[src/hdl/sof_pkg.sv]
// Shared types, codes and helper functions for the segmented operand fetch core.
// No dependencies; imported by sof_addr_mod, the top level and both testbench files.
`default_nettype none

package sof_pkg;

    localparam int REG_COUNT  = 16;
    localparam int REG_AW     = 4;
    localparam int SOF_ADDR_W = 17;     // checked byte address before the RAM wrap

    typedef enum logic [1:0] {
        ACT_FETCH = 2'd0,
        ACT_WREG  = 2'd1,
        ACT_WSEG  = 2'd2,
        ACT_WMEM  = 2'd3
    } sof_action_t;

    typedef enum logic [1:0] {
        KIND_NONE = 2'd0,
        KIND_REG  = 2'd1,
        KIND_IMM  = 2'd2,
        KIND_MEM  = 2'd3
    } sof_kind_t;

    typedef enum logic [1:0] {
        RMOD_FULL  = 2'd0,
        RMOD_LOW8  = 2'd1,
        RMOD_HIGH8 = 2'd2,
        RMOD_LOW16 = 2'd3
    } sof_rmod_t;

    localparam logic [1:0] SMOD_HALF = 2'd2;
    localparam logic [1:0] SMOD_BYTE = 2'd3;

    function automatic logic [31:0] sext8(input logic [7:0] v);
        return {{24{v[7]}}, v};
    endfunction

    function automatic logic [31:0] sext16(input logic [15:0] v);
        return {{16{v[15]}}, v};
    endfunction

    function automatic logic [2:0] cells_of(input logic [1:0] smod);
        logic [2:0] n;
        case (smod)
            SMOD_BYTE: n = 3'd1;
            SMOD_HALF: n = 3'd2;
            default:   n = 3'd4;
        endcase
        return n;
    endfunction

    function automatic logic [31:0] reg_operand(input logic [31:0] r, input logic [1:0] rmod);
        logic [31:0] v;
        case (sof_rmod_t'(rmod))
            RMOD_FULL:  v = r;
            RMOD_LOW8:  v = sext8(r[7:0]);
            RMOD_HIGH8: v = sext8(r[15:8]);
            RMOD_LOW16: v = sext16(r[15:0]);
            default:    v = r;
        endcase
        return v;
    endfunction

endpackage

`default_nettype wire

[src/hdl/sof_addr_mod.sv]
// Address wrap unit: reduces a checked byte address modulo the RAM size.
// Depends on sof_pkg; reciprocal multiply, back-multiply and one correcting subtract,
// each registered in turn; done pulses as the remainder register is loaded.
`default_nettype none

module sof_addr_mod
    import sof_pkg::*;
#(
    parameter int MEM_BYTES = 16384,
    parameter int AW        = $clog2(MEM_BYTES)
) (
    input  wire logic                  aclk,
    input  wire logic                  aresetn,
    input  wire logic                  start,
    input  wire logic [SOF_ADDR_W-1:0] addr_in,
    output logic                       done,
    output logic      [AW-1:0]         rem
);

    // quotient estimate is exact or one low, so one subtract corrects it
    localparam int RECIP = (1 << SOF_ADDR_W) / MEM_BYTES;
    localparam int RW    = $clog2(RECIP + 1);
    localparam int PW    = SOF_ADDR_W + RW;

    logic [SOF_ADDR_W-1:0] addr_reg;
    logic [RW-1:0]         quot_reg, quot_next;
    logic [SOF_ADDR_W-1:0] diff_reg, diff_next;
    logic [AW-1:0]         rem_reg, rem_next;
    logic [PW-1:0]         scaled;
    logic [PW-1:0]         back;
    logic [3:0]            stage_reg;

    always_comb begin
        scaled    = PW'(addr_reg) * PW'(RECIP);
        quot_next = scaled[PW-1:SOF_ADDR_W];
        back      = PW'(quot_reg) * PW'(MEM_BYTES);
        diff_next = addr_reg - back[SOF_ADDR_W-1:0];
        rem_next  = (diff_reg >= SOF_ADDR_W'(MEM_BYTES))
                    ? AW'(diff_reg - SOF_ADDR_W'(MEM_BYTES)) : AW'(diff_reg);
    end

    always_ff @(posedge aclk) begin
        if (!aresetn) begin
            stage_reg <= '0;
        end else begin
            stage_reg <= {stage_reg[2:0], start};
        end
    end

    always_ff @(posedge aclk) begin
        if (start) begin
            addr_reg <= addr_in;
        end
        quot_reg <= quot_next;
        diff_reg <= diff_next;
        rem_reg  <= rem_next;
    end

    assign done = stage_reg[3];
    assign rem  = rem_reg;

endmodule

`default_nettype wire

[config.mk]
export PLATFORM = sky130hd
export DESIGN_NAME = sof_addr_mod
export DESIGN_NICKNAME = d
export VERILOG_FILES = /design/src/hdl/sof_pkg.sv /design/src/hdl/sof_addr_mod.sv
export SDC_FILE = /design/constraint.sdc
export NUM_CORES = 1
export LEC_CHECK = 0
export BUFFER_PORTS_ARGS = -buffer_cell sky130_fd_sc_hd__buf_2
export CAP_MARGIN = 20
export CORE_UTILIZATION = 46
export CTS_CLUSTER_DIAMETER = 50
export DETAILED_ROUTE_END_ITERATION = 16
export HOLD_SLACK_MARGIN = 0.1
export MAX_ROUTING_LAYER = met4
export PLACE_DENSITY = 0.73
export SLEW_MARGIN = 20
export SYNTH_ARGS = -nofsm -noshare
export SYNTH_HDL_FRONTEND = slang
export SYNTH_SLANG_ARGS = --single-unit
export TNS_END_PERCENT = 100
[constraint.sdc]
create_clock -name aclk -period 0.8 [get_ports aclk]
set_clock_uncertainty 0.05 [all_clocks]
set_input_delay 0.04 -clock aclk [delete_from_list [all_inputs] [get_ports aclk]]
set_output_delay 0.04 -clock aclk [all_outputs]
set_load 0.01 [all_outputs]
==> out/metrics.cfg <==
[power]
ir_drop_mv=1.87
p_int_uw=3700
power_density_mw_per_mm2=2800
p_clk_frac=0.360
combinationalPowerShare=0.053
power.switching_uw=779
p_leak_uw=0.000680
swShare=0.174
pwr-share-seq=0.587

[timing]
rsz0062_at_grt=true
fin_crit_sh=1.10
worstMarginPinSlew_ps=128
finalSetupViolations=15
relSlewSlack=0.914
finalHoldViolCount=0
layout_min_cycle_time_ps=881
slew_violations=0
finalWorstSetupSlack_ps=-80.7
clock.fmax_mhz=1140
whs_ps=34.5

[worst_hold_path]
min_to=addr_reg[0]
holdCritStartpoint=start
hold_class=in -> reg
min_delay_path_depth=2

[global_route]
overflow=0
grt_max_degree=16
first_global_vias=508
antenna_found_initial=0
grtUsageTotal=0.143
grt_pass1_wl_um=2330

[final_layout]
fin_area_mm2=0.00160
layout_commonest_cell=dfxtp_1
layout.nets=124
drive_gt1_frac=0.438
synthToLayoutAreaGrowth_pct=47.3
n_antenna_cell=0
layout_common_cells=dfxtp_1 (25), buf_2 (24), dlygate4sd3_1 (15)

[synthesis]
synth.distinct_cells=3
yosysWarnings=0
synth_nets=70
synthTopCellsByArea=dfxtp_1 (59%), edfxtp_1 (39%), and2_1 (2.3%)
synth_area_leader_cell=dfxtp_1
synth-seq-area-share=0.977
synth_top_area_frac=0.590
synthesis.area_mm2=0.00109
yosys_register_bits=46
postSynthAreaPerCell_um2=21.7
synthCells=50

[critical_path]
worstSetupEndpointType=primary output
cp.required_ps=710
critPathTopFamily=flip-flops
max_stage_delay_ps=340
rr_worst_depth=1
ff2ff_setup_slack_ps=200
critPathLaunchType=register
worstPathArrival_ps=790
crit_buf_inv=1
path_cells=buf_2
crit_fanout=1
r2r_end=stage_reg[3]
path_class=reg -> out
crit_slowest_cell=dfxtp_1
r2r_start=stage_reg[2]

[floorplan]
die_x_um=50.6
dieArea_mm2=0.00256
core_area_mm2=0.00221
start_util=0.491
fp-row-count=17
io_pins=35
die_h_um=50.6

[routing]
via_per_inst=4.11
vias=546
route.detailed.drc=0
wl_per_cell_um=11.0
firstDrtPassIters=3
ant_nets=0
finalWirelength_um=1470
drtIter0Drc=3

[place]
io_buffer_count=31
place_area_mm2=0.00130
pre_cts_slack_ps=158
gp_congestion=0.542

[clocking]
htree_levels=2
root_buffer=clkbuf_4
postCtsHoldBufs=15
clkLatencyLatePin_ps=330
clkSinkCount=46
tritoncts.num_buffers=5
clk_pin_slew_ps=130
cts_tree=built
clockBufferDepth=2

[status]
status=finished, violations left
violations=setup timing

[run]
maxCapViolations=0

[repair_timing]
item / CTS / global route
pin swaps: 0 / 0
endpoints found under the setup margin: 15 / 15
setup buffers: 0 / 0
resized for setup: 6 / 8
hold endpoints to repair: 32 / 15
[cell families after synthesis]
logic type,after synthesis,share of synthesized area
and+or+nand+nor,4,0.0230
DFF,46,0.977
[final cells by class]
cell class / count / area [um2]
Clock buffer: 5 / 37.5
Clock inverter: 3 / 63.8
Fill cell: 150 / 612
Multi-Input combinational cell: 4 / 25.0
Sequential cell: 46 / 1070
Tap cell: 28 / 35.0
Timing Repair Buffer: 47 / 369
[worst max path at each step]
stage	start	end	slack, ps	cells past startpoint
floorplan	stage_reg[0]	stage_reg[1]	230	1
global placement	start	addr_reg[8]	170	2
detailed placement	start	addr_reg[10]	160	2
CTS	rem[5]	rem[5]	-100	1
global route	rem[10]	rem[10]	-130	1
finish	rem[10]	rem[10]	-80	1
[through the flow]
step,instances,total power (uW),TNS [ps],utilization
2_1_floorplan,50,2700,0,-
3_3_place_gp,110,2810,0,0.586
3_5_place_dp,110,2830,0,0.586
4_1_cts,133,4520,-1240,0.710
5_1_grt,133,4670,-1610,0.723
6_report,133,4480,-894,0.723
[layer usage]
layer | GRT usage | share of wire | vias up
met3 | 0.0545 | 0.042 | 2
met5 | - | 0 | -
met1 | 0.151 | 0.39 | 253
li1 | - | - | 275
met2 | 0.216 | 0.55 | 16
met4 | 0.111 | 0.015 | 0
[power by group through the flow]
stage                     logic [uW]  registers, uW  clock network (uW)
after floorplan                 4.14           2700                   0
after global placement           150           2660                   0
after detailed placement         153           2680                   0
after CTS                        220           2630                1670
after global routing             253           2650                1760
final                            236           2630                1610
[synth_stat cells (all sizes together)]
library cell  number
edfxtp            14
and2               4
dfxtp             32
(Power assumes the default switching activity.)
