File: src/hdl/sof_ram.sv
// Generic single-write, single-read synchronous RAM with registered read data.
// No dependencies.
`default_nettype none

module sof_ram #(
    parameter int WIDTH = 8,
    parameter int DEPTH = 16,
    parameter int AW    = (DEPTH > 1) ? $clog2(DEPTH) : 1
) (
    input  wire logic             aclk,
    input  wire logic             we,
    input  wire logic [AW-1:0]    waddr,
    input  wire logic [WIDTH-1:0] wdata,
    input  wire logic             re,
    input  wire logic [AW-1:0]    raddr,
    output logic      [WIDTH-1:0] rdata
);

    logic [WIDTH-1:0] mem [DEPTH];

    always_ff @(posedge aclk) begin
        if (we) begin
            mem[waddr] <= wdata;
        end
        if (re) begin
            rdata <= mem[raddr];
        end
    end

endmodule

`default_nettype wire

File: config.mk
export PLATFORM = sky130hd
export DESIGN_NAME = sof_ram
export DESIGN_NICKNAME = d
export VERILOG_FILES = /design/src/hdl/sof_ram.sv
export SDC_FILE = /design/constraint.sdc
export NUM_CORES = 1
export LEC_CHECK = 0
export BUFFER_PORTS_ARGS = -buffer_cell sky130_fd_sc_hd__buf_4
export CORE_MARGIN = 5
export CORE_UTILIZATION = 55
export DETAILED_ROUTE_END_ITERATION = 10
export PLACE_DENSITY = 0.81
export RECOVER_POWER = 25
export SYNTH_ARGS = -nofsm -noshare
export SYNTH_HDL_FRONTEND = slang
export SYNTH_SLANG_ARGS = --single-unit
File: constraint.sdc
create_clock -name aclk -period 2.12 [get_ports aclk]
set_input_delay 0.212 -clock aclk [delete_from_list [all_inputs] [get_ports aclk]]
set_output_delay 0.212 -clock aclk [all_outputs]
set_load 0.1 [all_outputs]
==> results of run 1 <==
-- critical path: cells and delay by family, from the launching register on --
| family | cells | cell delay, ns |
|---|---|---|
| compound gates | 1 | 0.30 |
| flops | 1 | 0.38 |
| mux | 1 | 0.55 |
| simple gates | 1 | 0.12 |
-- flip-flops by register name, summed over array words and instances (netlist names) --
register  cells
rdata         8
mem         128
-- Yosys cell counts --
cell type / count / share of area, %
a22oi_1: 16 / 2.3
and2_1: 1 / 0.12
and2b_1: 1 / 0.14
buf_2: 3 / 0.29
buf_4: 1 / 0.14
buf_6: 3 / 0.65
clkdlybuf4s25_2: 3 / 0.57
edfxtp_1: 136 / 78
mux4_1: 14 / 7.0
mux4_2: 18 / 7.8
nand2_1: 9 / 0.65
nand2b_1: 2 / 0.24
nand3_1: 1 / 0.096
nand3b_1: 2 / 0.29
nor2_1: 13 / 0.93
nor2b_1: 1 / 0.12
nor3_1: 4 / 0.38
or3b_2: 1 / 0.17
-- layout make-up --
type,instances,share of cell area (%)
clock inverter,15,2.66
tap,129,2.58
timing repair buffer,51,6.02
sequential,136,65.2
multi-input combinational,83,16.9
clock buffer,17,6.62
-- final timing paths --
kind | slack (ns) | endpoint | from | depth (start not counted)
setup / recovery | 0.51 | rdata[0] | mem[1][0] | 3
hold / removal | 0.22 | mem[8][3] | waddr[0] | 3
setup reg to reg | 0.51 | rdata[0] | mem[1][0] | 3
hold reg to reg | 0.75 | rdata[2] | mem[4][2] | 3
-- power groups by stage --
stage                     Clock, mW  Sequential, mW  Combinational [mW]
after global routing           3.01            3.05               0.409
after detailed placement          0            3.10               0.379
final                          2.83            3.05               0.385
after CTS                      2.87            3.05               0.396
after floorplan                   0            3.19               0.153
after global placement            0            3.10               0.373
-- per-layer routing --
metal	vias up	part of all wire, %	track usage (%)
met5	-	0	0
met1	1278	38	27.3
li1	1099	-	-
met4	0	0.48	5.68
met2	126	52	31.2
met3	2	9.1	5.70
-- per-stage QoR --
stage | utilization (%) | area (µm²) | std cells | hold slack (ns) | power, mW
detailed placement | 61.2 | 5650 | 393 | 0.508 | 3.48
CTS | 68.1 | 6290 | 431 | 0.0116 | 6.31
finish | 67.7 | 6260 | 431 | 0.222 | 6.26
floorplan | - | 5230 | 229 | 0.311 | 3.35
global route | 67.7 | 6260 | 431 | 0.217 | 6.47
global placement | 61.2 | 5650 | 393 | 0.508 | 3.47
-- cell families (layout without fill, tap and decap cells) --
| logic type | after synthesis | in the layout | share of synthesized area [%] |
|---|---|---|---|
| compound gates | 16 | 16 | 2.30 |
| buf+inv | 10 | 83 | 1.65 |
| flops | 136 | 136 | 78.1 |
| mux | 32 | 32 | 14.8 |
| simple gates | 35 | 35 | 3.14 |
==> flow_summary.json, run 1 <==
{
  "status": "completed",
  "crit_arrival_ns": 1.86,
  "cts_inserted_buffers": 17,
  "multiInputGateArea_um2": 1060,
  "first_pass_iters": 4,
  "finalWirelength_um": 10300,
  "endpoint_kind": "register",
  "avgSynthCellArea_um2": 22.8,
  "drv_slew": 0,
  "cts.htree.levels": 4,
  "clkSinkCount": 136,
  "grt_pass1_wl_um": 15800,
  "grt_overflow": 0,
  "drtAntennaViolNets": 0,
  "die_h_um": 107,
  "cts_buffer_depth": 2,
  "dieArea_um2": 11600,
  "finalSetupViolations": 0,
  "final-seq-area_um2": 4080,
  "ys_warn_count": 0,
  "cts_tree": "done",
  "hold_viol": 0,
  "switching_share_pct": 22.3,
  "syn-cell-area_um2": 5230,
  "pre_cts_slack_ns": 0.348,
  "power_switching_mw": 1.40,
  "cts_hold_buf": 6,
  "leakagePower_nw": 2.11,
  "period_needed_ns": 1.61,
  "cp.required_ns": 2.37,
  "drc": 0,
  "die_x_um": 107,
  "hp-class": "primary input to register",
  "slowest_delay_ns": 0.55,
  "fin_setup_tns_ns": 0,
  "cts-resized-gates": 0,
  "drive_gt1_share_pct": 28.8,
  "grt_max_degree": 33,
  "synthCells": 229,
  "ys_seq_elements": 136,
  "slew_headroom_pct": 47.8,
  "vias": 2505,
  "seqPwrFrac_pct": 48.7,
  "path_max_fanout": 1,
  "layout_commonest_cell": "edfxtp_1",
  "cts-root-buf": "clkbuf_8",
  "synth_fp_nets": 248,
  "worst_ir_drop_vdd_mv": 0.610,
  "crit_slowest_cell": "mux4_1",
  "start_util_pct": 56.6,
  "path_class": "register to register",
  "p_per_area_nw_per_um2": 1000,
  "fmaxAchievable_mhz": 620,
  "core-area_um2": 9240,
  "areaGrowthSynthToFinish_pct": 19.7,
  "internal_power_mw": 4.86,
  "fp-row-count": 35,
  "yosysUniqueCellTypes": 18,
  "mostFrequentLayoutCells": "edfxtp_1 (136), buf_4 (35), mux4_2 (18)",
  "viasPerCell": 5.81,
  "dp_hpwl_um": 6020,
  "grt_pass1_vias": 2643,
  "cts_setup_buffers": 0,
  "rsz0062_at_grt": "false",
  "combPwrFrac_pct": 6.2,
  "clockPowerShare_pct": 45.2,
  "fin_nets": 308,
  "drtIter0Drc": 293,
  "ioPinCount": 27,
  "antenna_found_initial": 0,
  "ys_seq_area_share_pct": 78.1,
  "finalCritPeriodShare_pct": 76.0,
  "fin_worst_skew_ns": 0.00845,
  "clk_pin_slew_ns": 0.06,
  "crit_path_start_kind": "register",
  "port_buffers": 26,
  "worstMarginPinSlew_ns": 0.783,
  "antenna_cells": 0,
  "clkLatencyLatePin_ns": 0.51,
  "gp_congestion": 0.752,
  "fillers": 551,
  "wl_per_cell_um": 23.9,
  "layout_setup_ws_ns": 0.508,
  "globalRouteTotalUtil_pct": 19.8,
  "worstPathCellList": "mux4_1, a22oi_1, nand2_1",
  "drv_cap": 0
}
Power figures use the tool's default switching activity.
==> inputs of run 2 (changes only) <==
--- a/config.mk
+++ b/config.mk
@@ -5,6 +5,7 @@
 export SDC_FILE = /design/constraint.sdc
 export NUM_CORES = 1
 export LEC_CHECK = 0
+export ABC_AREA = 1
 export BUFFER_PORTS_ARGS = -buffer_cell sky130_fd_sc_hd__buf_4
 export CORE_MARGIN = 5
 export CORE_UTILIZATION = 55
==> constraint.sdc (replaced) <==
create_clock -name aclk -period 1.5 [get_ports aclk]
set_input_delay 0.15 -clock aclk [delete_from_list [all_inputs] [get_ports aclk]]
set_output_delay 0.15 -clock aclk [all_outputs]
set_load 0.1 [all_outputs]
==> flow_summary.json, run 2 <==
{
  "synthCells": 551,
  "grt_use_met3_pct": 5.08,
  "ys_seq_area_share_pct": 69.8,
  "final-seq-area_um2": 4080,
  "dieArea_um2": 12800,
  "largest_reg_flops": 128,
  "vias": 4068,
  "grt_pass1_vias": 4073,
  "avgSynthCellArea_um2": 10.6,
  "cp_num_buf_inv": 1,
  "ys_warn_count": 0,
  "yosysUniqueCellTypes": 11,
  "cts_setup_buffers": 0,
  "first_pass_iters": 6,
  "dp_cells": 714,
  "cp_top_family": "flip-flops",
  "synth-edff-count": 136,
  "synthSimpleGateAreaFrac_pct": 20.8,
  "path_max_fanout": 1,
  "finalCritPeriodShare_pct": 92.8,
  "cp.required_ns": 1.35,
  "fin_worst_skew_ns": 0.00393,
  "p_per_area_nw_per_um2": 1280,
  "synth_xor_area_share_pct": 0,
  "globalRouteTotalUtil_pct": 21.7,
  "fp-row-count": 37,
  "cts_tree": "done",
  "hp-class": "primary input to register",
  "slew_headroom_pct": 54.1,
  "synth_compound_area_share_pct": 0,
  "p_total_mw": 8.76,
  "fin_nets": 625,
  "start_util_pct": 56.4,
  "synth_top_area_cell": "edfxtp_1",
  "ys_seq_elements": 136,
  "fin_setup_tns_ns": 0,
  "areaGrowthSynthToFinish_pct": 17.0,
  "leakagePower_nw": 2.94,
  "mostFrequentLayoutCells": "nand2_1 (173), edfxtp_1 (136), inv_1 (100)",
  "worst_ir_drop_vdd_mv": 0.795,
  "core-area_um2": 10400,
  "die_x_um": 113,
  "grt-busiest-layer": "met2",
  "cts_hold_buf": 8,
  "drv_cap": 0,
  "syn-cell-area_um2": 5850,
  "layout_setup_ws_ns": 0.108,
  "gp_congestion": 0.851,
  "slowest_delay_ns": 0.40,
  "synth_area_leaders": "edfxtp_1 (70%), nand2_1 (11%), nand3_1 (8.3%)",
  "yosys.cell_count.top_type": "nand2_1",
  "viasPerCell": 5.40,
  "port_buffers": 26,
  "drtIter0Drc": 420,
  "period_needed_ns": 1.39,
  "path_class": "register to output pin",
  "endpoint_kind": "output pin",
  "grt_use_met1_pct": 27.1,
  "fmaxAchievable_mhz": 718,
  "finalWirelength_um": 13100,
  "antenna_cells": 0,
  "finalSetupViolations": 0,
  "drc": 0,
  "crit_slowest_cell": "edfxtp_1",
  "synth_ff_type": "edfxtp_1",
  "pre_cts_slack_ns": 0.109,
  "status": "completed",
  "cts-root-buf": "clkbuf_8",
  "rsz0062_at_grt": "false",
  "wl_per_cell_um": 17.3,
  "synthAdderAreaFrac_pct": 0,
  "drtAntennaViolNets": 0,
  "drive_gt1_share_pct": 10.4,
  "largestRegisters": "mem: 128 flops, rdata: 8 flops",
  "cts-resized-gates": 0,
  "clkSinkCount": 136,
  "crit_arrival_ns": 1.24,
  "synth_fp_nets": 570,
  "die_h_um": 113,
  "cts_buffer_depth": 2,
  "synth_top_family_by_area": "simple AND/OR/NAND/NOR gates",
  "use_met2_pct": 36.0,
  "async_reset_ff_share_pct": 0,
  "worstPathCellList": "buf_4",
  "worstMarginPinSlew_ns": 0.689,
  "drv_slew": 0,
  "multiInputGateArea_um2": 1210,
  "cts.htree.levels": 4,
  "grt_pass1_wl_um": 20400,
  "ioPinCount": 27,
  "dp_hpwl_um": 8140,
  "grt_overflow": 0,
  "cts_inserted_buffers": 17,
  "grt_max_degree": 56,
  "synth_common_cells": "nand2_1 (173), edfxtp_1 (136), inv_1 (100), nand3_1 (97), nor2_1 (17)",
  "fillers": 779,
  "clkLatencyLatePin_ns": 0.53,
  "synth_top_area_share_pct": 69.8,
  "stdcell_count": 754,
  "antenna_found_initial": 0,
  "hold_viol": 0,
  "clk_pin_slew_ns": 0.06,
  "synth_mux_area_share_pct": 0,
  "crit_path_start_kind": "register",
  "regMostFlops": "mem",
  "layout_commonest_cell": "nand2_1"
}
-- run 2: logic make-up (layout without fill, tap and decap cells) --
logic type | count (synthesis) | count (layout)
and+or+nand+nor | 289 | 289
DFF | 136 | 136
buffers and inverters | 126 | 193
-- run 2: final timing paths --
path / slack, ns / cells after the start / to / start
hold / removal: 0.03 / 3 / rdata[6] / raddr[3]
hold reg to reg: 0.75 / 6 / rdata[2] / mem[12][2]
setup reg to reg: 0.34 / 6 / rdata[5] / mem[8][5]
setup / recovery: 0.11 / 1 / rdata[3] / rdata[3]
-- run 2: worst register-to-register path, stage by stage (launching register included) --
cell and delay [ns]:
edfxtp_1 0.36, inv_1 0.07, nand2_1 0.05, nand3_1 0.09, nand3_1 0.15, nand3_1 0.14
nand2_1 0.05
-- run 2: metrics by stage --
step / util (%) / hold slack, ns / cell area (µm²)
floorplan: - / 0.249 / 5850
global placement: 60.5 / 0.459 / 6270
detailed placement: 60.5 / 0.467 / 6270
CTS: 66.4 / 0.00224 / 6880
global route: 66.0 / 0.0228 / 6840
finish: 66.0 / 0.0331 / 6840
-- run 2: final cells by class --
| cell class | count | area share (%) |
|---|---|---|
| Tap cell | 136 | 2.49 |
| Multi-Input combinational cell | 289 | 17.7 |
| Clock inverter | 12 | 1.61 |
| Timing Repair Buffer | 60 | 6.69 |
| Inverter | 102 | 5.60 |
| Clock buffer | 19 | 6.16 |
| Sequential cell | 136 | 59.7 |
-- run 2: routing by layer --
metal  routed length, µm  share of wire (%)
met2                6420                 49
met3                1140                8.7
met1                5110                 39
met5                   0                  0
met4                 397                3.0
-- run 2: where the power goes --
part	leakage (nW)	internal, mW	switching (mW)	total [mW]
clock network	0.257	2.31	1.45	3.76
registers	1.24	4.28	0.0268	4.31
logic	1.44	0.191	0.496	0.687
